===== src/hw/rtl/gpst_pkg.sv =====
`default_nettype none

package gpst_pkg;

  localparam int GRID_WIDTH_DEF  = 8;
  localparam int GRID_HEIGHT_DEF = 8;
  localparam int VALUE_BITS_DEF  = 8;

  // Input opcodes
  typedef enum logic [1:0] {
    OPC_LOAD  = 2'd0,
    OPC_START = 2'd1,
    OPC_STEP  = 2'd2
  } opcode_e;

  // Move directions
  typedef enum logic [1:0] {
    MV_UP    = 2'd0,
    MV_RIGHT = 2'd1,
    MV_DOWN  = 2'd2,
    MV_LEFT  = 2'd3
  } move_e;

  // Classified command kinds
  typedef enum logic [1:0] {
    CMD_LOAD   = 2'd0,
    CMD_START  = 2'd1,
    CMD_STEP   = 2'd2,
    CMD_STATUS = 2'd3
  } cmd_kind_e;

  typedef enum logic [1:0] {
    ST_IDLE   = 2'd0,
    ST_SWEEP  = 2'd1,
    ST_DRAIN  = 2'd2,
    ST_FINISH = 2'd3
  } state_e;

  // Displacement bounds of a move
  localparam logic signed [2:0] STEP_NEAR  = 3'sd1;
  localparam logic signed [2:0] STEP_FAR   = 3'sd2;
  localparam logic signed [2:0] SPREAD_LO  = -3'sd1;
  localparam logic signed [2:0] SPREAD_HI  = 3'sd1;

  typedef struct packed {
    cmd_kind_e         kind;
    logic              in_grid;
    logic signed [2:0] dx_lo;
    logic signed [2:0] dx_hi;
    logic signed [2:0] dy_lo;
    logic signed [2:0] dy_hi;
  } gpst_ctrl_t;

  // Width of a queued command: control, cell index, value, known flag, observation
  function automatic int cmd_width(input int w, input int h, input int vb);
    return $bits(gpst_ctrl_t) + $clog2(w * h) + 2 * vb + 1;
  endfunction

endpackage

`default_nettype wire


===== src/hw/rtl/gpst_req_if.sv =====
`default_nettype none

interface gpst_req_if;
  logic       valid;
  logic       ready;
  logic [1:0] opcode;
  logic [2:0] cell_x;
  logic [2:0] cell_y;
  logic [7:0] cell_value;
  logic       cell_known;
  logic [1:0] move;
  logic [7:0] observation;

  modport source (
    output valid, opcode, cell_x, cell_y, cell_value, cell_known, move, observation,
    input  ready
  );

  modport sink (
    input  valid, opcode, cell_x, cell_y, cell_value, cell_known, move, observation,
    output ready
  );
endinterface

`default_nettype wire


===== src/hw/rtl/gpst_rsp_if.sv =====
`default_nettype none

interface gpst_rsp_if;
  logic valid;
  logic ready;
  logic consistent;
  logic set_empty;

  modport source (
    output valid, consistent, set_empty,
    input  ready
  );

  modport sink (
    input  valid, consistent, set_empty,
    output ready
  );
endinterface

`default_nettype wire


===== src/hw/rtl/grid_position_set_tracker.sv =====
// Grid position set tracker.
// Input channel req carries one item per handshake: opcode, a map cell
// (cell_x, cell_y, cell_value, cell_known), a move and an observation.
// Output channel rsp returns one item per input item, in order: consistent
// and set_empty. Both channels use valid/ready.
// A load, an unused opcode and a step on an empty set need no sweep: the
// back end registers the result in its output register as it takes the item.
// A start or a step on a non-empty set sweeps every cell, one per cycle,
// through the map value memory in the address and compare stages, then
// the drain and finish states register the result; no new item is taken
// until the back end is idle again.
// An input register and a two-entry queue let up to three items wait while
// the back end sweeps, so req keeps accepting until they are full.
// Reset clears the assigned flags, the possible set and the failure flag;
// map values are undefined until loaded. No start-up pass is needed.
// When rsp stalls, the result holds in the output register and the back end
// takes no further item until it is taken.
`default_nettype none

module grid_position_set_tracker #(
  parameter int GRID_WIDTH  = gpst_pkg::GRID_WIDTH_DEF,
  parameter int GRID_HEIGHT = gpst_pkg::GRID_HEIGHT_DEF,
  parameter int VALUE_BITS  = gpst_pkg::VALUE_BITS_DEF
) (
  input  logic       clk_i,
  input  logic       rst_ni,
  gpst_req_if.sink   req,
  gpst_rsp_if.source rsp
);
  import gpst_pkg::*;

  localparam int CmdW = cmd_width(GRID_WIDTH, GRID_HEIGHT, VALUE_BITS);

  logic            f_valid;
  logic            f_ready;
  logic [CmdW-1:0] f_cmd;
  logic            q_valid;
  logic            q_ready;
  logic [CmdW-1:0] q_cmd;

  gpst_front #(
    .GRID_WIDTH  (GRID_WIDTH),
    .GRID_HEIGHT (GRID_HEIGHT),
    .VALUE_BITS  (VALUE_BITS),
    .CmdW        (CmdW)
  ) u_front (
    .clk_i       (clk_i),
    .rst_ni      (rst_ni),
    .req         (req),
    .cmd_valid_o (f_valid),
    .cmd_ready_i (f_ready),
    .cmd_o       (f_cmd)
  );

  gpst_fifo #(
    .Width (CmdW)
  ) u_fifo (
    .clk_i        (clk_i),
    .rst_ni       (rst_ni),
    .push_valid_i (f_valid),
    .push_ready_o (f_ready),
    .push_data_i  (f_cmd),
    .pop_valid_o  (q_valid),
    .pop_ready_i  (q_ready),
    .pop_data_o   (q_cmd)
  );

  gpst_back #(
    .GRID_WIDTH  (GRID_WIDTH),
    .GRID_HEIGHT (GRID_HEIGHT),
    .VALUE_BITS  (VALUE_BITS),
    .CmdW        (CmdW)
  ) u_back (
    .clk_i       (clk_i),
    .rst_ni      (rst_ni),
    .cmd_valid_i (q_valid),
    .cmd_ready_o (q_ready),
    .cmd_i       (q_cmd),
    .rsp         (rsp)
  );

endmodule

`default_nettype wire


===== src/hw/rtl/gpst_front.sv =====
`default_nettype none

module gpst_front #(
  parameter int GRID_WIDTH  = gpst_pkg::GRID_WIDTH_DEF,
  parameter int GRID_HEIGHT = gpst_pkg::GRID_HEIGHT_DEF,
  parameter int VALUE_BITS  = gpst_pkg::VALUE_BITS_DEF,
  parameter int CmdW        = gpst_pkg::cmd_width(GRID_WIDTH, GRID_HEIGHT, VALUE_BITS)
) (
  input  logic            clk_i,
  input  logic            rst_ni,
  gpst_req_if.sink        req,
  output logic            cmd_valid_o,
  input  logic            cmd_ready_i,
  output logic [CmdW-1:0] cmd_o
);
  import gpst_pkg::*;

  localparam int IdxW = $clog2(GRID_WIDTH * GRID_HEIGHT);

  gpst_ctrl_t            ctrl_d;
  logic [IdxW-1:0]       idx_d;
  logic [VALUE_BITS-1:0] val_d;
  logic [VALUE_BITS-1:0] obs_d;
  logic                  vld_q;
  logic [CmdW-1:0]       cmd_q;
  logic                  accept;

  assign req.ready = !vld_q || cmd_ready_i;
  assign accept    = req.valid && req.ready;

  always_comb begin
    ctrl_d.in_grid = (int'(req.cell_x) < GRID_WIDTH) && (int'(req.cell_y) < GRID_HEIGHT);
    case (req.opcode)
      OPC_LOAD:  ctrl_d.kind = CMD_LOAD;
      OPC_START: ctrl_d.kind = CMD_START;
      OPC_STEP:  ctrl_d.kind = CMD_STEP;
      default:   ctrl_d.kind = CMD_STATUS;
    endcase
    case (req.move)
      MV_UP: begin
        ctrl_d.dx_lo = SPREAD_LO;  ctrl_d.dx_hi = SPREAD_HI;
        ctrl_d.dy_lo = STEP_NEAR;  ctrl_d.dy_hi = STEP_FAR;
      end
      MV_RIGHT: begin
        ctrl_d.dx_lo = STEP_NEAR;  ctrl_d.dx_hi = STEP_FAR;
        ctrl_d.dy_lo = SPREAD_LO;  ctrl_d.dy_hi = SPREAD_HI;
      end
      MV_DOWN: begin
        ctrl_d.dx_lo = SPREAD_LO;  ctrl_d.dx_hi = SPREAD_HI;
        ctrl_d.dy_lo = -STEP_FAR;  ctrl_d.dy_hi = -STEP_NEAR;
      end
      default: begin
        ctrl_d.dx_lo = -STEP_FAR;  ctrl_d.dx_hi = -STEP_NEAR;
        ctrl_d.dy_lo = SPREAD_LO;  ctrl_d.dy_hi = SPREAD_HI;
      end
    endcase
  end

  assign idx_d = IdxW'(int'(req.cell_x) * GRID_HEIGHT + int'(req.cell_y));
  assign val_d = VALUE_BITS'(req.cell_value);
  assign obs_d = VALUE_BITS'(req.observation);

  always_ff @(posedge clk_i or negedge rst_ni) begin
    if (!rst_ni) begin
      vld_q <= 1'b0;
    end else if (accept) begin
      vld_q <= 1'b1;
    end else if (cmd_ready_i) begin
      vld_q <= 1'b0;
    end
  end

  always_ff @(posedge clk_i) begin
    if (accept) begin
      cmd_q <= {ctrl_d, idx_d, val_d, req.cell_known, obs_d};
    end
  end

  assign cmd_valid_o = vld_q;
  assign cmd_o       = cmd_q;

endmodule

`default_nettype wire


===== src/hw/rtl/gpst_fifo.sv =====
`default_nettype none

module gpst_fifo #(
  parameter int Width = 8
) (
  input  logic             clk_i,
  input  logic             rst_ni,
  input  logic             push_valid_i,
  output logic             push_ready_o,
  input  logic [Width-1:0] push_data_i,
  output logic             pop_valid_o,
  input  logic             pop_ready_i,
  output logic [Width-1:0] pop_data_o
);

  localparam int Depth = 2;
  localparam int PtrW  = $clog2(Depth);
  localparam int CntW  = $clog2(Depth + 1);

  logic [Width-1:0] buf_q [Depth];
  logic [PtrW-1:0]  wr_ptr_q;
  logic [PtrW-1:0]  rd_ptr_q;
  logic [CntW-1:0]  cnt_q;
  logic             push;
  logic             pop;

  assign push_ready_o = cnt_q != CntW'(Depth);
  assign pop_valid_o  = cnt_q != '0;
  assign push         = push_valid_i && push_ready_o;
  assign pop          = pop_valid_o && pop_ready_i;
  assign pop_data_o   = buf_q[rd_ptr_q];

  always_ff @(posedge clk_i or negedge rst_ni) begin
    if (!rst_ni) begin
      wr_ptr_q <= '0;
      rd_ptr_q <= '0;
      cnt_q    <= '0;
    end else begin
      if (push) begin
        wr_ptr_q <= (wr_ptr_q == PtrW'(Depth - 1)) ? '0 : wr_ptr_q + 1'b1;
      end
      if (pop) begin
        rd_ptr_q <= (rd_ptr_q == PtrW'(Depth - 1)) ? '0 : rd_ptr_q + 1'b1;
      end
      if (push && !pop) begin
        cnt_q <= cnt_q + 1'b1;
      end else if (pop && !push) begin
        cnt_q <= cnt_q - 1'b1;
      end
    end
  end

  always_ff @(posedge clk_i) begin
    if (push) begin
      buf_q[wr_ptr_q] <= push_data_i;
    end
  end

endmodule

`default_nettype wire


===== src/hw/rtl/gpst_back.sv =====
`default_nettype none

module gpst_back #(
  parameter int GRID_WIDTH  = gpst_pkg::GRID_WIDTH_DEF,
  parameter int GRID_HEIGHT = gpst_pkg::GRID_HEIGHT_DEF,
  parameter int VALUE_BITS  = gpst_pkg::VALUE_BITS_DEF,
  parameter int CmdW        = gpst_pkg::cmd_width(GRID_WIDTH, GRID_HEIGHT, VALUE_BITS)
) (
  input  logic            clk_i,
  input  logic            rst_ni,
  input  logic            cmd_valid_i,
  output logic            cmd_ready_o,
  input  logic [CmdW-1:0] cmd_i,
  gpst_rsp_if.source      rsp
);
  import gpst_pkg::*;

  localparam int NCells = GRID_WIDTH * GRID_HEIGHT;
  localparam int IdxW   = $clog2(NCells);
  localparam int XW     = $clog2(GRID_WIDTH);
  localparam int YW     = $clog2(GRID_HEIGHT);
  localparam int SW     = ((XW > YW) ? XW : YW) + 3;
  localparam logic signed [SW-1:0] XMax = SW'(GRID_WIDTH - 1);
  localparam logic signed [SW-1:0] YMax = SW'(GRID_HEIGHT - 1);

  // Incoming command fields
  gpst_ctrl_t            cmd_ctrl;
  logic [IdxW-1:0]       cmd_idx;
  logic [VALUE_BITS-1:0] cmd_val;
  logic                  cmd_known;
  logic [VALUE_BITS-1:0] cmd_obs;

  state_e                state_q, state_d;
  gpst_ctrl_t            ctrl_q;
  logic [VALUE_BITS-1:0] obs_q;

  // Sweep address stage
  logic [XW-1:0]         x_q;
  logic [YW-1:0]         y_q;
  logic [IdxW-1:0]       idx_q;
  logic                  last;

  // Sweep compare stage
  logic                  b_vld_q;
  logic [XW-1:0]         b_x_q;
  logic [YW-1:0]         b_y_q;
  logic [IdxW-1:0]       b_idx_q;
  logic                  b_reach_q;
  logic [VALUE_BITS-1:0] rdata_q;
  logic                  hit;

  logic [VALUE_BITS-1:0] map_val_q [NCells];
  logic [NCells-1:0]     known_q;
  logic [GRID_WIDTH-1:0][GRID_HEIGHT-1:0] poss_q;
  logic [GRID_WIDTH-1:0][GRID_HEIGHT-1:0] nxt_q;
  logic                  any_q;
  logic                  empty_q;
  logic                  failed_q;

  logic                  out_vld_q;
  logic                  out_cons_q;
  logic                  out_empty_q;

  logic                  out_free;
  logic                  is_sweep;
  logic                  cmd_pop;
  logic                  sweep_en;
  logic                  finish_en;

  // Predecessor window around the current target cell
  logic signed [SW-1:0]  tx, ty, dxl, dxh, dyl, dyh;
  logic signed [SW-1:0]  sx [5];
  logic signed [SW-1:0]  sy [5];
  logic [4:0]            x_ok;
  logic [4:0]            y_ok;
  logic                  reach;

  function automatic logic signed [SW-1:0] clampv(input logic signed [SW-1:0] v,
                                                  input logic signed [SW-1:0] hi);
    if (v[SW-1]) begin
      return '0;
    end else if (v > hi) begin
      return hi;
    end
    return v;
  endfunction

  assign {cmd_ctrl, cmd_idx, cmd_val, cmd_known, cmd_obs} = cmd_i;

  assign out_free = !out_vld_q || rsp.ready;
  assign is_sweep = (cmd_ctrl.kind == CMD_START) || ((cmd_ctrl.kind == CMD_STEP) && !empty_q);
  assign last     = idx_q == IdxW'(NCells - 1);

  always_comb begin
    state_d = state_q;
    case (state_q)
      ST_IDLE: begin
        if (cmd_valid_i && out_free && is_sweep) begin
          state_d = ST_SWEEP;
        end
      end
      ST_SWEEP: begin
        if (last) begin
          state_d = ST_DRAIN;
        end
      end
      ST_DRAIN:  state_d = ST_FINISH;
      ST_FINISH: state_d = ST_IDLE;
      default:   state_d = ST_IDLE;
    endcase
  end

  always_comb begin
    cmd_ready_o = 1'b0;
    sweep_en    = 1'b0;
    finish_en   = 1'b0;
    case (state_q)
      ST_IDLE:   cmd_ready_o = out_free;
      ST_SWEEP:  sweep_en    = 1'b1;
      ST_FINISH: finish_en   = 1'b1;
      default: ;
    endcase
  end

  assign cmd_pop = cmd_valid_i && cmd_ready_o;

  // A target is reached if some possible source within two cells maps onto it
  always_comb begin
    tx  = $signed(SW'(x_q));
    ty  = $signed(SW'(y_q));
    dxl = SW'(ctrl_q.dx_lo);
    dxh = SW'(ctrl_q.dx_hi);
    dyl = SW'(ctrl_q.dy_lo);
    dyh = SW'(ctrl_q.dy_hi);
    for (int k = 0; k < 5; k++) begin
      sx[k]   = tx + SW'(k - 2);
      sy[k]   = ty + SW'(k - 2);
      x_ok[k] = !sx[k][SW-1] && (sx[k] <= XMax) &&
                (clampv(sx[k] + dxl, XMax) <= tx) && (tx <= clampv(sx[k] + dxh, XMax));
      y_ok[k] = !sy[k][SW-1] && (sy[k] <= YMax) &&
                (clampv(sy[k] + dyl, YMax) <= ty) && (ty <= clampv(sy[k] + dyh, YMax));
    end
    reach = 1'b0;
    for (int kx = 0; kx < 5; kx++) begin
      for (int ky = 0; ky < 5; ky++) begin
        if (x_ok[kx] && y_ok[ky] && poss_q[sx[kx][XW-1:0]][sy[ky][YW-1:0]]) begin
          reach = 1'b1;
        end
      end
    end
  end

  assign hit = b_reach_q && (!known_q[b_idx_q] || (rdata_q == obs_q));

  always_ff @(posedge clk_i or negedge rst_ni) begin
    if (!rst_ni) begin
      state_q     <= ST_IDLE;
      x_q         <= '0;
      y_q         <= '0;
      idx_q       <= '0;
      b_vld_q     <= 1'b0;
      known_q     <= '0;
      poss_q      <= '0;
      any_q       <= 1'b0;
      empty_q     <= 1'b1;
      failed_q    <= 1'b0;
      out_vld_q   <= 1'b0;
      out_cons_q  <= 1'b1;
      out_empty_q <= 1'b1;
    end else begin
      state_q <= state_d;
      b_vld_q <= sweep_en;

      if (cmd_pop) begin
        x_q   <= '0;
        y_q   <= '0;
        idx_q <= '0;
        any_q <= 1'b0;
        if (cmd_ctrl.kind == CMD_LOAD && cmd_ctrl.in_grid) begin
          known_q[cmd_idx] <= cmd_known;
        end
      end else if (sweep_en) begin
        idx_q <= idx_q + 1'b1;
        if (y_q == YW'(GRID_HEIGHT - 1)) begin
          y_q <= '0;
          x_q <= x_q + 1'b1;
        end else begin
          y_q <= y_q + 1'b1;
        end
      end

      if (b_vld_q) begin
        any_q <= any_q | hit;
      end

      // Step on an empty set fails and leaves the set empty
      if (cmd_pop && cmd_ctrl.kind == CMD_STEP && empty_q) begin
        failed_q <= 1'b1;
      end

      if (finish_en) begin
        poss_q  <= nxt_q;
        empty_q <= !any_q;
        if (ctrl_q.kind == CMD_START) begin
          failed_q <= 1'b0;
        end
      end

      if (finish_en) begin
        out_vld_q   <= 1'b1;
        out_cons_q  <= (ctrl_q.kind == CMD_START) || !failed_q;
        out_empty_q <= !any_q;
      end else if (cmd_pop && !is_sweep) begin
        out_vld_q   <= 1'b1;
        out_cons_q  <= !failed_q && (cmd_ctrl.kind != CMD_STEP);
        out_empty_q <= empty_q;
      end else if (rsp.ready) begin
        out_vld_q <= 1'b0;
      end
    end
  end

  always_ff @(posedge clk_i) begin
    if (cmd_pop) begin
      ctrl_q <= cmd_ctrl;
      obs_q  <= cmd_obs;
    end
    if (cmd_pop && cmd_ctrl.kind == CMD_LOAD && cmd_ctrl.in_grid) begin
      map_val_q[cmd_idx] <= cmd_val;
    end
    if (sweep_en) begin
      rdata_q   <= map_val_q[idx_q];
      b_x_q     <= x_q;
      b_y_q     <= y_q;
      b_idx_q   <= idx_q;
      b_reach_q <= (ctrl_q.kind == CMD_START) || reach;
    end
    if (b_vld_q) begin
      nxt_q[b_x_q][b_y_q] <= hit;
    end
  end

  assign rsp.valid      = out_vld_q;
  assign rsp.consistent = out_cons_q;
  assign rsp.set_empty  = out_empty_q;

endmodule

`default_nettype wire


===== src/flat_wrapper.sv =====
// flat-port wrapper written by rule: the top's interface ports become plain ports
module grid_position_set_tracker_flat import gpst_pkg::*;
#(
  parameter int GRID_WIDTH  = gpst_pkg::GRID_WIDTH_DEF,
  parameter int GRID_HEIGHT = gpst_pkg::GRID_HEIGHT_DEF,
  parameter int VALUE_BITS  = gpst_pkg::VALUE_BITS_DEF
)
  (clk_i, rst_ni, req_valid, req_opcode, req_cell_x, req_cell_y, req_cell_value, req_cell_known, req_move, req_observation, req_ready, rsp_valid, rsp_consistent, rsp_set_empty, rsp_ready);
  gpst_req_if req_i ();
  gpst_rsp_if rsp_i ();
  input  logic clk_i;
  input  logic rst_ni;
  input wire logic [$bits(req_i.valid)-1:0] req_valid;
  input wire logic [$bits(req_i.opcode)-1:0] req_opcode;
  input wire logic [$bits(req_i.cell_x)-1:0] req_cell_x;
  input wire logic [$bits(req_i.cell_y)-1:0] req_cell_y;
  input wire logic [$bits(req_i.cell_value)-1:0] req_cell_value;
  input wire logic [$bits(req_i.cell_known)-1:0] req_cell_known;
  input wire logic [$bits(req_i.move)-1:0] req_move;
  input wire logic [$bits(req_i.observation)-1:0] req_observation;
  output wire logic [$bits(req_i.ready)-1:0] req_ready;
  output wire logic [$bits(rsp_i.valid)-1:0] rsp_valid;
  output wire logic [$bits(rsp_i.consistent)-1:0] rsp_consistent;
  output wire logic [$bits(rsp_i.set_empty)-1:0] rsp_set_empty;
  input wire logic [$bits(rsp_i.ready)-1:0] rsp_ready;
  assign req_i.valid = req_valid;
  assign req_i.opcode = req_opcode;
  assign req_i.cell_x = req_cell_x;
  assign req_i.cell_y = req_cell_y;
  assign req_i.cell_value = req_cell_value;
  assign req_i.cell_known = req_cell_known;
  assign req_i.move = req_move;
  assign req_i.observation = req_observation;
  assign req_ready = req_i.ready;
  assign rsp_valid = rsp_i.valid;
  assign rsp_consistent = rsp_i.consistent;
  assign rsp_set_empty = rsp_i.set_empty;
  assign rsp_i.ready = rsp_ready;
  grid_position_set_tracker #(.GRID_WIDTH(GRID_WIDTH), .GRID_HEIGHT(GRID_HEIGHT), .VALUE_BITS(VALUE_BITS)) u_core (.clk_i(clk_i), .rst_ni(rst_ni), .req(req_i), .rsp(rsp_i));
endmodule

===== config.mk =====
export PLATFORM = sky130hd
export DESIGN_NAME = grid_position_set_tracker_flat
export DESIGN_NICKNAME = d
export VERILOG_FILES = /design/src/hw/rtl/gpst_pkg.sv /design/src/hw/rtl/gpst_req_if.sv /design/src/hw/rtl/gpst_rsp_if.sv /design/src/hw/rtl/grid_position_set_tracker.sv /design/src/hw/rtl/gpst_front.sv /design/src/hw/rtl/gpst_fifo.sv /design/src/hw/rtl/gpst_back.sv /design/src/flat_wrapper.sv
export SDC_FILE = /design/constraint.sdc
export NUM_CORES = 1
export LEC_CHECK = 0
export BUFFER_PORTS_ARGS = -buffer_cell sky130_fd_sc_hd__buf_4
export CAP_MARGIN = 0
export CORE_MARGIN = 2
export CORE_UTILIZATION = 57
export DETAILED_ROUTE_END_ITERATION = 8
export GPL_TIMING_DRIVEN = 0
export PLACE_DENSITY = 0.73
export SYNTH_ARGS = -nofsm -noshare
export SYNTH_HDL_FRONTEND = slang
export SYNTH_SLANG_ARGS = --single-unit

===== constraint.sdc =====
create_clock -name clk_i -period 11.2 [get_ports clk_i]
set_input_delay 0.56 -clock clk_i [delete_from_list [all_inputs] [get_ports clk_i]]
set_output_delay 0.56 -clock clk_i [all_outputs]
set_load 0.1 [all_outputs]

==> results of run 1 <==
## worst max-delay path, stage by stage (launching register included)
cell and delay, ns:
dfrtp_1 0.79, inv_1 0.26, clkbuf_1 0.61, clkbuf_2 0.70, ha_1 0.47, clkinv_1 0.27, clkbuf_1 0.70, fa_1 0.36
inv_1 0.06, a21oi_1 0.19, nor4b_1 0.33, a21oi_1 0.08, or3_1 0.32, o21ai_0 0.15, a21oi_1 0.14, ha_1 0.30
nor2b_1 0.13, o21ai_0 0.16, nand2b_1 0.10, a221oi_1 1.20, o21ai_0 0.23, o311ai_0 0.75, a211oi_1 0.14, o31ai_1 0.25
or4_1 0.22
## power groups by stage
stage / Sequential, W / Combinational, W / Clock [W]
finish: 0.00466 / 0.00564 / 0.00287
global route: 0.00470 / 0.00611 / 0.00303
CTS: 0.00465 / 0.00559 / 0.00290
detailed placement: 0.00472 / 0.00555 / 0
global placement: 0.00470 / 0.00531 / 0
floorplan: 0.00457 / 0.00389 / 0
## cells in the final DEF (no fill, tap or decap), types with 26 or more instances in the layout
cell type / synthesis / layout
xor2_1: 27 / 27
ha_1: 168 / 168
xnor2_1: 32 / 32
nand2_1: 96 / 96
clkbuf_1: 81 / 97
buf_1: 27 / 26
o21ai_0: 74 / 74
a21oi_1: 112 / 112
buf_4: 2 / 33
mux4_2: 255 / 255
a21o_1: 29 / 29
edfxtp_1: 714 / 714
mux2i_1: 58 / 58
dfrtp_1: 151 / 151
clkbuf_16: 0 / 84
nand3_1: 30 / 30
nor2_1: 234 / 233
inv_1: 99 / 99
mux2_2: 185 / 184
## routing by layer
metal	part of all wire (%)	wire (um)	vias up
met5	0	0	-
li1	-	-	10700
met2	52	54900	923
met4	4.0	4240	0
met1	39	41000	12900
met3	5.3	5590	209
## sequential cells by signal, indices dropped and copies added (netlist names), 6 cells and up
signal / flops
u_core.u_back.b_idx_q: 6
u_core.u_back.ctrl_q: 10
u_core.u_back.idx_q: 6
u_core.u_back.known_q: 64
u_core.u_back.map_val_q: 512
u_core.u_back.nxt_q: 64
u_core.u_back.obs_q: 8
u_core.u_back.poss_q: 64
u_core.u_back.rdata_q: 8
u_core.u_fifo.buf_q: 66
u_core.u_front.cmd_o: 33
## final cells by class
type                    instances  area [um^2]
flip-flops and latches        868        25300
clock inverters                41          490
repair buffers                 36          322
inverters                     103          387
fillers                      5090        26600
diodes                          1         2.50
plain buffers                 121          484
clock buffers                 114         2340
multi-input cells            1587        15900
well taps                     959         1200
## repair_timing
action	CTS	global route
endpoints found under the hold margin	63	0
hold buffers	1	0
setup endpoints to repair	0	0
## stage by stage
stage          worst slack [ns]  cell area, um^2
2_1_floorplan              5.16            42000
3_3_place_gp               1.99            43400
3_5_place_dp               1.89            43500
4_1_cts                    1.84            46400
5_1_grt                    1.93            46400
6_report                   2.10            46400
## logic make-up after synthesis
family / count (synthesis) / share of synthesized area, %
multiplexers: 506 / 20.3
buffers and inverters: 224 / 2.07
XOR/XNOR: 59 / 1.23
AND/OR/NAND/NOR: 500 / 5.43
AO/OA/AOI/OAI: 338 / 5.00
flip-flops: 868 / 60.2
adder cells (fa/ha/maj): 184 / 5.77
## how the worst min path moves through the flow
stage	to	slack (ns)	cells past startpoint
final	u_core.u_front.cmd_o[37]$_SDFFCE_PN1P_	0.08	1
after global routing	u_core.u_front.cmd_o[21]$_DFFE_PP_	0.07	1
after CTS	u_core.u_front.cmd_o[37]$_SDFFCE_PN1P_	0.05	1
after detailed placement	u_core.u_fifo.buf_q[0][0]$_DFFE_PP_	0.43	0
after global placement	u_core.u_fifo.buf_q[0][26]$_DFFE_PP_	0.42	0
after floorplan	u_core.u_back.any_q$_DFFE_PN0P_	0.26	0
==> out/metrics.cfg, run 1 <==
[power_and_ir_drop]
internal-power_w = 0.00818
p_comb_share_pct = 42.8
switching_power_w = 0.00499
power.share.switching_pct = 37.9
vdd_ir_drop_max_v = 0.000238
clockPowerShare_pct = 21.8
p_leak_nw = 16.2
p_per_area_mw_per_mm2 = 284
pwr-share-seq_pct = 35.4
p_total_w = 0.0132

[critical_path]
crit_path_end_kind = register
cp.required_ns = 11.67
cp-start-kind = register
path_max_fanout = 22
path_class = register to register
cp-endpoint = u_core.u_back.b_reach_q$_DFFE_PP_
cp.arrival_ns = 9.57
crit_path_start = u_core.u_back.y_q[1]$_DFFE_PN0P_
r2r-start = u_core.u_back.y_q[1]$_DFFE_PN0P_
reg2reg_depth = 24
r2r_slack_ns = 2.10
r2r_end = u_core.u_back.b_reach_q$_DFFE_PP_

[timing]
fmax_ghz = 0.110
finalSetupViolCount = 0
final_max_slew_viol_count = 0
rsz0062_at_grt = false
period_minus_slack_ns = 9.10
setup_tns_ns = 0
whs_ns = 0.0817
hold_viol = 0
finalCritPeriodShare_pct = 81.2
max_slew_margin_pct = 1.74
worst_slew_pin_slew_ns = 1.47
skew_ns = 0.0276

[finish]
drive_gt1_share_pct = 22.4
fin_cells = 3830
areaGrowthSynthToFinish_pct = 10.4
fin_nets = 3015
fin_util_pct = 63.6

[clock_network]
cts.path.max_buffers = 3
cts_made_buffers = 83
cts.sinks = 868
clk_pin_slew_worst_paths_ns = 0.06
cts_tree = built
htreeDepth = 3
insertion_delay_ns = 0.65
cts_resized = 0
cts_root_buffer = clkbuf_16
post_cts_buffers = 0

[logic_synthesis]
netlist_top_cells_area = edfxtp_1, mux4_2, dfrtp_1
synth-seq-area-share_pct = 60.2
synth_cell_types = 72
synthTopCellsByCount = edfxtp_1, mux4_2, nor2_1
synth_warnings = 0
syn_area_per_cell_um2 = 15.7
synth_edf_count = 714
async_flop_share_pct = 17.7
yosys.area.top_type = edfxtp_1
synth_most_common_cell = edfxtp_1
synth_flop_cell = edfxtp_1
syn-cell-area_mm2 = 0.0420
yosys_register_bits = 868
postSynthNetCount = 2894
synth_top_area_share_pct = 51.1
synth_cells = 2679

[floorplan]
placementRows = 99
floorplan.initialDensity_pct = 57.6
io_pins = 35
die_area_mm2 = 0.0759
die_y_um = 275
die-width_um = 275
coreArea_mm2 = 0.0730

[min_path]
hold_path.class = input port to register
min_from = req_opcode[1]

[grt]
grt_pass1_vias = 25700
top_usage_layer = met2
grt_max_degree = 92
gr-usage-met3_pct = 3.80
grt_pass1_wl_um = 161000
grt_usage_pct = 28.7
grt_remaining_overflow = 0
grtUsageMet2_pct = 50.3
global_route.usage.met1_pct = 36.1
antenna_found_initial = 2

[drt]
routed-via-count = 24800
detail_route.wl_per_cell_um = 27.6
drt_iter0_drc = 2274
firstDrtPassIters = 7
viasPerCell = 6.46
route.detailed.drc = 0
antenna_left = 0
drt_wl_total_um = 106000

[placed_design]
port_buffers = 32
gp_congestion = 0.955
dp_cells = 3673
hpwl_um = 72800

[status]
status = finished, final reports clean

[run]
maxCapViolations = 0

Power figures use the tool's default switching activity.
==> inputs of run 2 (changes only) <==
PLACE_DENSITY = 0.76   (was 0.73)
clock period = 7.8 ns   (was 11.2 ns; I/O delays follow)
==> out/metrics.cfg, run 2 (same netlist as run 1, synthesis figures left out) <==
[status]
status = finished, final reports clean

[critical_path]
cp-start-kind = register
r2r-start = u_core.u_back.x_q[1]$_DFFE_PN0P_
path_class = register to register
cp.arrival_ns = 7.73  ; -1.84 ns
crit_path_end_kind = register
path_max_fanout = 15  ; -32%
crit_slowest_cell = or4_1
reg2reg_depth = 25  ; +4.2%
r2r_end = u_core.u_back.b_reach_q$_DFFE_PP_
r2r_slack_ns = 0.39  ; -1.72 ns
cp.required_ns = 8.12  ; -3.55 ns
max_stage_delay_ns = 0.61  ; -0.59 ns
crit_top_cell = clkbuf_4

[finish]
largest-register = u_core.u_back.map_val_q
drive_gt1_share_pct = 22.2  ; -0.19 points
fin_util_pct = 63.7  ; +0.13 points
largest_reg_flops = 512  ; unchanged
areaGrowthSynthToFinish_pct = 10.7
largest_registers = u_core.u_back.map_val_q: 512 flops, u_core.u_fifo.buf_q: 66 flops
final_common_cell = edfxtp_1
antenna_cells = 0  ; -1
final_cell_mix = edfxtp_1, mux4_2, nor2_1, mux2_2, ha_1
fin_nets = 3037  ; +0.73%

[drt]
viasPerCell = 6.49  ; +0.34%
route.detailed.drc = 0  ; unchanged
detail_route.wl_per_cell_um = 27.2  ; -1.2%
firstDrtPassIters = 6  ; -1
antenna_left = 0  ; unchanged
drt_iter0_drc = 2319  ; +2.0%
routed-via-count = 24900  ; +0.73%
drt_wl_total_um = 105000  ; -0.86%

[timing]
finalSetupViolCount = 0  ; unchanged
setup_tns_ns = 0  ; unchanged
skew_ns = 0.0238  ; -0.00383 ns
period_minus_slack_ns = 7.41  ; -1.68 ns
fmax_ghz = 0.135  ; +23%
finalCritPeriodShare_pct = 95.0  ; +14 points
final_max_slew_viol_count = 0  ; unchanged
rsz0062_at_grt = false
hold_viol = 0  ; unchanged
worst_slew_pin_slew_ns = 1.37  ; -0.102 ns
max_slew_margin_pct = 8.51  ; +6.8 points

[placed_design]
hpwl_um = 71700  ; -1.5%
port_buffers = 32  ; unchanged
gp_congestion = 0.918  ; -3.9%

[power_and_ir_drop]
pwr-share-seq_pct = 35.8  ; +0.4 points
p_per_area_mw_per_mm2 = 402  ; +42%
clockPowerShare_pct = 21.0  ; -0.8 points
power.share.switching_pct = 37.8  ; -0.14 points
vdd_ir_drop_max_v = 0.000255  ; +7.4%
p_leak_nw = 16.2  ; about the same
switching_power_w = 0.00706  ; +41%
p_comb_share_pct = 43.2  ; +0.4 points
internal-power_w = 0.0116  ; +42%

[floorplan]
die-width_um = 275  ; unchanged
coreArea_mm2 = 0.0730  ; unchanged
die_area_mm2 = 0.0759  ; unchanged
die_y_um = 275  ; unchanged
io_pins = 35  ; unchanged
floorplan.initialDensity_pct = 57.6  ; unchanged
placementRows = 99  ; unchanged

[clock_network]
cts.path.max_buffers = 3  ; unchanged
cts.sinks = 868  ; unchanged
cts_made_buffers = 78  ; -6.0%
cts_root_buffer = clkbuf_16
cts_tree = built
insertion_delay_ns = 0.64  ; about the same
clk_pin_slew_worst_paths_ns = 0.06  ; about the same
htreeDepth = 3  ; unchanged

[grt]
grt_pass1_wl_um = 158000  ; -1.6%
grt_remaining_overflow = 0  ; unchanged
antenna_found_initial = 3  ; +1
grt_max_degree = 95  ; +3.3%
grt_pass1_vias = 25800  ; +0.37%
grt_usage_pct = 28.2  ; -0.50 points

[min_path]
min_from = req_move[0]
hold_path.class = input port to register
min_to = u_core.u_front.cmd_o[30]$_SDFFCE_PP1P_
holdPathStages = 3  ; +2

[run]
maxCapViolations = 0  ; unchanged

==> run 2: cell count changes in the layout (fill, tap and decap cells not counted), sizes merged, moves of 2 or more <==
cell / previous run / this run
dlygate4sd3: 1 / 28
clkbuf: 195 / 187
buf: 75 / 73
clkinv: 28 / 23
clkinvlp: 3 / 7
==> run 2: area by class of cell <==
class	instances	area, um^2
clock buffer	104	2170
timing repair buffer	64	607
clock inverter	40	448
inverter	103	395
multi-input combinational	1587	15900
tap	959	1200
fill	4966	26500
buffer	120	488
sequential	868	25300
==> run 2: how the worst max path moves through the flow <==
stage	cells after the start	end	slack [ns]	start
global route	27	u_core.u_back.b_reach_q$_DFFE_PP_	0.02	u_core.u_back.x_q[1]$_DFFE_PN0P_
detailed placement	25	u_core.u_back.b_reach_q$_DFFE_PP_	-0.86	u_core.u_back.x_q[1]$_DFFE_PN0P_
global placement	24	u_core.u_back.b_reach_q$_DFFE_PP_	-0.81	u_core.u_back.y_q[1]$_DFFE_PN0P_
finish	25	u_core.u_back.b_reach_q$_DFFE_PP_	0.39	u_core.u_back.x_q[1]$_DFFE_PN0P_
floorplan	24	u_core.u_back.b_reach_q$_DFFE_PP_	1.76	u_core.u_back.y_q[1]$_DFFE_PN0P_
CTS	23	u_core.u_back.b_reach_q$_DFFE_PP_	0.05	u_core.u_back.y_q[1]$_DFFE_PN0P_
==> run 2: power groups by stage <==
stage	clock network [W]	registers, W	logic, W
after floorplan	0	0.00656	0.00559
after global placement	0	0.00673	0.00759
after detailed placement	0	0.00677	0.00791
after CTS	0.00396	0.00668	0.00800
after global routing	0.00412	0.00676	0.00875
final	0.00393	0.00670	0.00807
==> run 2: routing by layer <==
metal | part of all wire (%) | vias to the layer above | GRT usage (%)
met3 | 5.9 | 280 | 3.85
met4 | 5.1 | 2 | 14.0
met1 | 37 | 12900 | 34.4
met5 | 0.012 | - | 0
met2 | 52 | 1044 | 49.5
li1 | - | 10800 | -
==> run 2: worst max-delay path, delay by kind of cell (launching register included) <==
family                     cells  cell delay [ns]
adders and majority gates      3             1.31
buffers and inverters          9             2.49
DFF                            1             0.60
AOI/OAI and AO/OA              7             1.25
and+or+nand+nor                6             1.42
==> run 2: stage by stage <==
step	hold slack (ns)	area (um^2)	power, W	std cells	setup slack, ns
after floorplan	0.0944	42000	0.0121	2679	1.76
after global placement	0.423	43400	0.0143	3670	-0.815
after detailed placement	0.421	43500	0.0147	3673	-0.862
after CTS	0.187	46500	0.0186	3845	0.0464
after global routing	0.220	46500	0.0196	3845	0.0208
final	0.204	46500	0.0187	3845	0.388
==> run 2: repair_timing <==
action	CTS	global route
gates resized for setup	6	6
hold buffers	28	0
hold endpoints to repair	87	0
setup endpoints to repair	1	1
buffers inserted	1	0
==> inputs of run 3 (changes only) <==
CORE_ASPECT_RATIO = 1.1   (was not set)
==> out/metrics.cfg, run 3 (same netlist as run 1, synthesis figures left out) <==
[finish]
fin_nets = 3037  ; unchanged
largest_reg_flops = 512  ; unchanged
drive_gt1_share_pct = 22.4  ; +0.18 points
final_common_cell = edfxtp_1
final_cell_mix = edfxtp_1, mux4_2, nor2_1, mux2_2, ha_1
largest_registers = u_core.u_back.map_val_q: 512 flops, u_core.u_fifo.buf_q: 66 flops
largest-register = u_core.u_back.map_val_q
areaGrowthSynthToFinish_pct = 10.6  ; about the same
antenna_cells = 0  ; unchanged

[drt]
firstDrtPassIters = 5  ; -1
detail_route.wl_per_cell_um = 27.6  ; +1.3%
antenna_left = 0  ; unchanged
route.detailed.drc = 0  ; unchanged
viasPerCell = 6.54  ; +0.88%
drt_iter0_drc = 2466  ; +6.3%
drt_wl_total_um = 106000  ; +1.2%
routed-via-count = 25100  ; +0.72%

[critical_path]
crit_path_end_kind = register
reg2reg_depth = 20  ; -20%
cp_top_family = buffers and inverters
r2r-start = u_core.u_back.x_q[2]$_DFFE_PN0P_
crit_chain = clkdlybuf4s15_1 > inv_1 > ha_1 > clkbuf_1 > clkinv_2 > ha_1 > and2_1 > or2_2 > clkbuf_1 > o221ai_1 > o31ai_1 > o21ai_0 > ha_1 > a21o_1 > a21oi_1 > a31oi_1 > nor4_1 > o21ai_1 > o31ai_1 > or4_1
path_class = register to register
r2r_end = u_core.u_back.b_reach_q$_DFFE_PP_
cp.arrival_ns = 7.99  ; +0.26 ns
crit_path_start = u_core.u_back.x_q[2]$_DFFE_PN0P_
crit_top_cell = ha_1
max_stage_delay_ns = 0.82  ; +0.21 ns
r2r_slack_ns = 0.26  ; -0.13 ns
cp-start-kind = register
crit_slowest_cell = dfrtp_1
cp.required_ns = 8.25  ; +0.13 ns
path_max_fanout = 13  ; -2
critical_path_buf_inv_count = 5  ; -4

[power_and_ir_drop]
clockPowerShare_pct = 20.7  ; -0.3 points
power.share.switching_pct = 38.2  ; +0.46 points
switching_power_w = 0.00717  ; +1.6%
p_leak_nw = 16.2  ; about the same
pwr-share-seq_pct = 35.7  ; about the same
vdd_ir_drop_max_v = 0.000285  ; +12%
p_comb_share_pct = 43.5  ; +0.3 points
p_per_area_mw_per_mm2 = 404  ; +0.39%
internal-power_w = 0.0116  ; -0.38%

[timing]
whs_ns = 0.0255  ; -0.179 ns
setup_slack_ns = 0.255  ; -0.133 ns
hold_viol = 0  ; unchanged
worst_slew_pin_slew_ns = 1.39  ; +0.0193 ns
rsz0062_at_grt = false
skew_ns = 0.0286  ; +0.00481 ns
finalCritPeriodShare_pct = 96.7  ; +1.7 points
setup_tns_ns = 0  ; unchanged
fmax_ghz = 0.133  ; -1.8%
max_slew_margin_pct = 7.22  ; -1.3 points
final_max_slew_viol_count = 0  ; unchanged
period_minus_slack_ns = 7.54  ; +0.133 ns
finalSetupViolCount = 0  ; unchanged

[status]
status = finished, final reports clean

[clock_network]
cts_tree = built
cts_made_buffers = 78  ; unchanged
htreeDepth = 3  ; unchanged
cts.path.max_buffers = 3  ; unchanged
clk_pin_slew_worst_paths_ns = 0.06  ; about the same
cts.sinks = 868  ; unchanged
cts_root_buffer = clkbuf_16
insertion_delay_ns = 0.63  ; about the same

[placed_design]
gp_congestion = 0.975  ; +6.2%
pre_cts_ws_ns = -1.19  ; -0.328 ns
hpwl_um = 72700  ; +1.4%
port_buffers = 32  ; unchanged

[floorplan]
io_pins = 35  ; unchanged
coreArea_mm2 = 0.0730  ; about the same
die-width_um = 263  ; -4.6%
die_y_um = 289  ; +4.8%
die_area_mm2 = 0.0759  ; about the same
placementRows = 104  ; +5.1%
floorplan.initialDensity_pct = 57.5  ; about the same

[min_path]
hold_path.class = input port to register
min_from = req_valid
holdPathStages = 2  ; -1
min_to = u_core.u_front.cmd_valid_o$_DFFE_PN0P_

[grt]
grt_pass1_vias = 26100  ; +0.98%
grt_pass1_wl_um = 161000  ; +1.8%
grt_remaining_overflow = 0  ; unchanged
antenna_found_initial = 0  ; -3
grt_usage_pct = 28.3  ; +0.16 points
grt_max_degree = 79  ; -17%

[run]
maxCapViolations = 0  ; unchanged

-- run 3: changes by cell type in the layout (fill, tap and decap cells not counted), moves of 2 or more --
cell        before  now
clkbuf_1        96   92
clkinv_2        15   18
clkinv_4         1    3
clkinvlp_4       7    4
-- run 3: what timing repair did --
action | in CTS | in global routing
gates cloned | 0 | 0
pin swaps | 0 | 0
hold buffers | 27 | 0
hold endpoints to repair | 100 | 0
gates resized for setup | 7 | 10
setup endpoints to repair | 1 | 1
buffers inserted | 2 | 0
-- run 3: area by class of cell --
class | count | area [um^2]
Clock inverter | 42 | 448
Sequential cell | 868 | 25300
Multi-Input combinational cell | 1587 | 15900
Inverter | 103 | 397
Tap cell | 954 | 1190
Timing Repair Buffer | 65 | 624
Buffer | 119 | 490
Clock buffer | 101 | 2140
Fill cell | 4945 | 26500
-- run 3: routing by layer --
| metal | global-route usage (%) | vias up | wire length, um |
|---|---|---|---|
| met5 | 0 | - | 0 |
| met4 | 14.7 | 0 | 5330 |
| met3 | 3.56 | 277 | 6700 |
| met2 | 50.2 | 1165 | 54900 |
| met1 | 34.5 | 12900 | 39100 |
| li1 | - | 10800 | - |
-- run 3: stage by stage --
| stage | area, um^2 | instances | utilization, % | power, W |
|---|---|---|---|---|
| final | 46500 | 3839 | 63.7 | 0.0188 |
| after global placement | 43400 | 3665 | 59.5 | 0.0143 |
| after detailed placement | 43500 | 3668 | 59.6 | 0.0147 |
| after global routing | 46500 | 3839 | 63.7 | 0.0197 |
| after floorplan | 42000 | 2679 | - | 0.0121 |
| after CTS | 46400 | 3839 | 63.6 | 0.0187 |
-- run 3: power groups by stage --
stage	registers, W	logic [W]	clock network (W)
6_report	0.00671	0.00817	0.00389
5_1_grt	0.00676	0.00881	0.00409
4_1_cts	0.00668	0.00806	0.00392
3_5_place_dp	0.00678	0.00797	0
3_3_place_gp	0.00673	0.00761	0
2_1_floorplan	0.00656	0.00559	0
-- run 3: worst reg2reg max path, delay by kind of cell, from the launching register on --
kind / cells / cell delay (ns)
AOI/OAI and AO/OA: 8 / 1.10
buffers and inverters: 5 / 2.62
and+or+nand+nor: 4 / 1.44
DFF: 1 / 0.82
adders and majority gates: 3 / 1.40
-- run 3: how the worst max path moves through the flow --
stage                                        endpoint  slack [ns]  depth (start not counted)
finish              u_core.u_back.b_reach_q$_DFFE_PP_        0.26                         20
global route        u_core.u_back.b_reach_q$_DFFE_PP_        0.04                         26
CTS                 u_core.u_back.b_reach_q$_DFFE_PP_        0.19                         27
detailed placement  u_core.u_back.b_reach_q$_DFFE_PP_       -1.19                         24
global placement    u_core.u_back.b_reach_q$_DFFE_PP_       -1.18                         24
floorplan           u_core.u_back.b_reach_q$_DFFE_PP_        1.76                         24
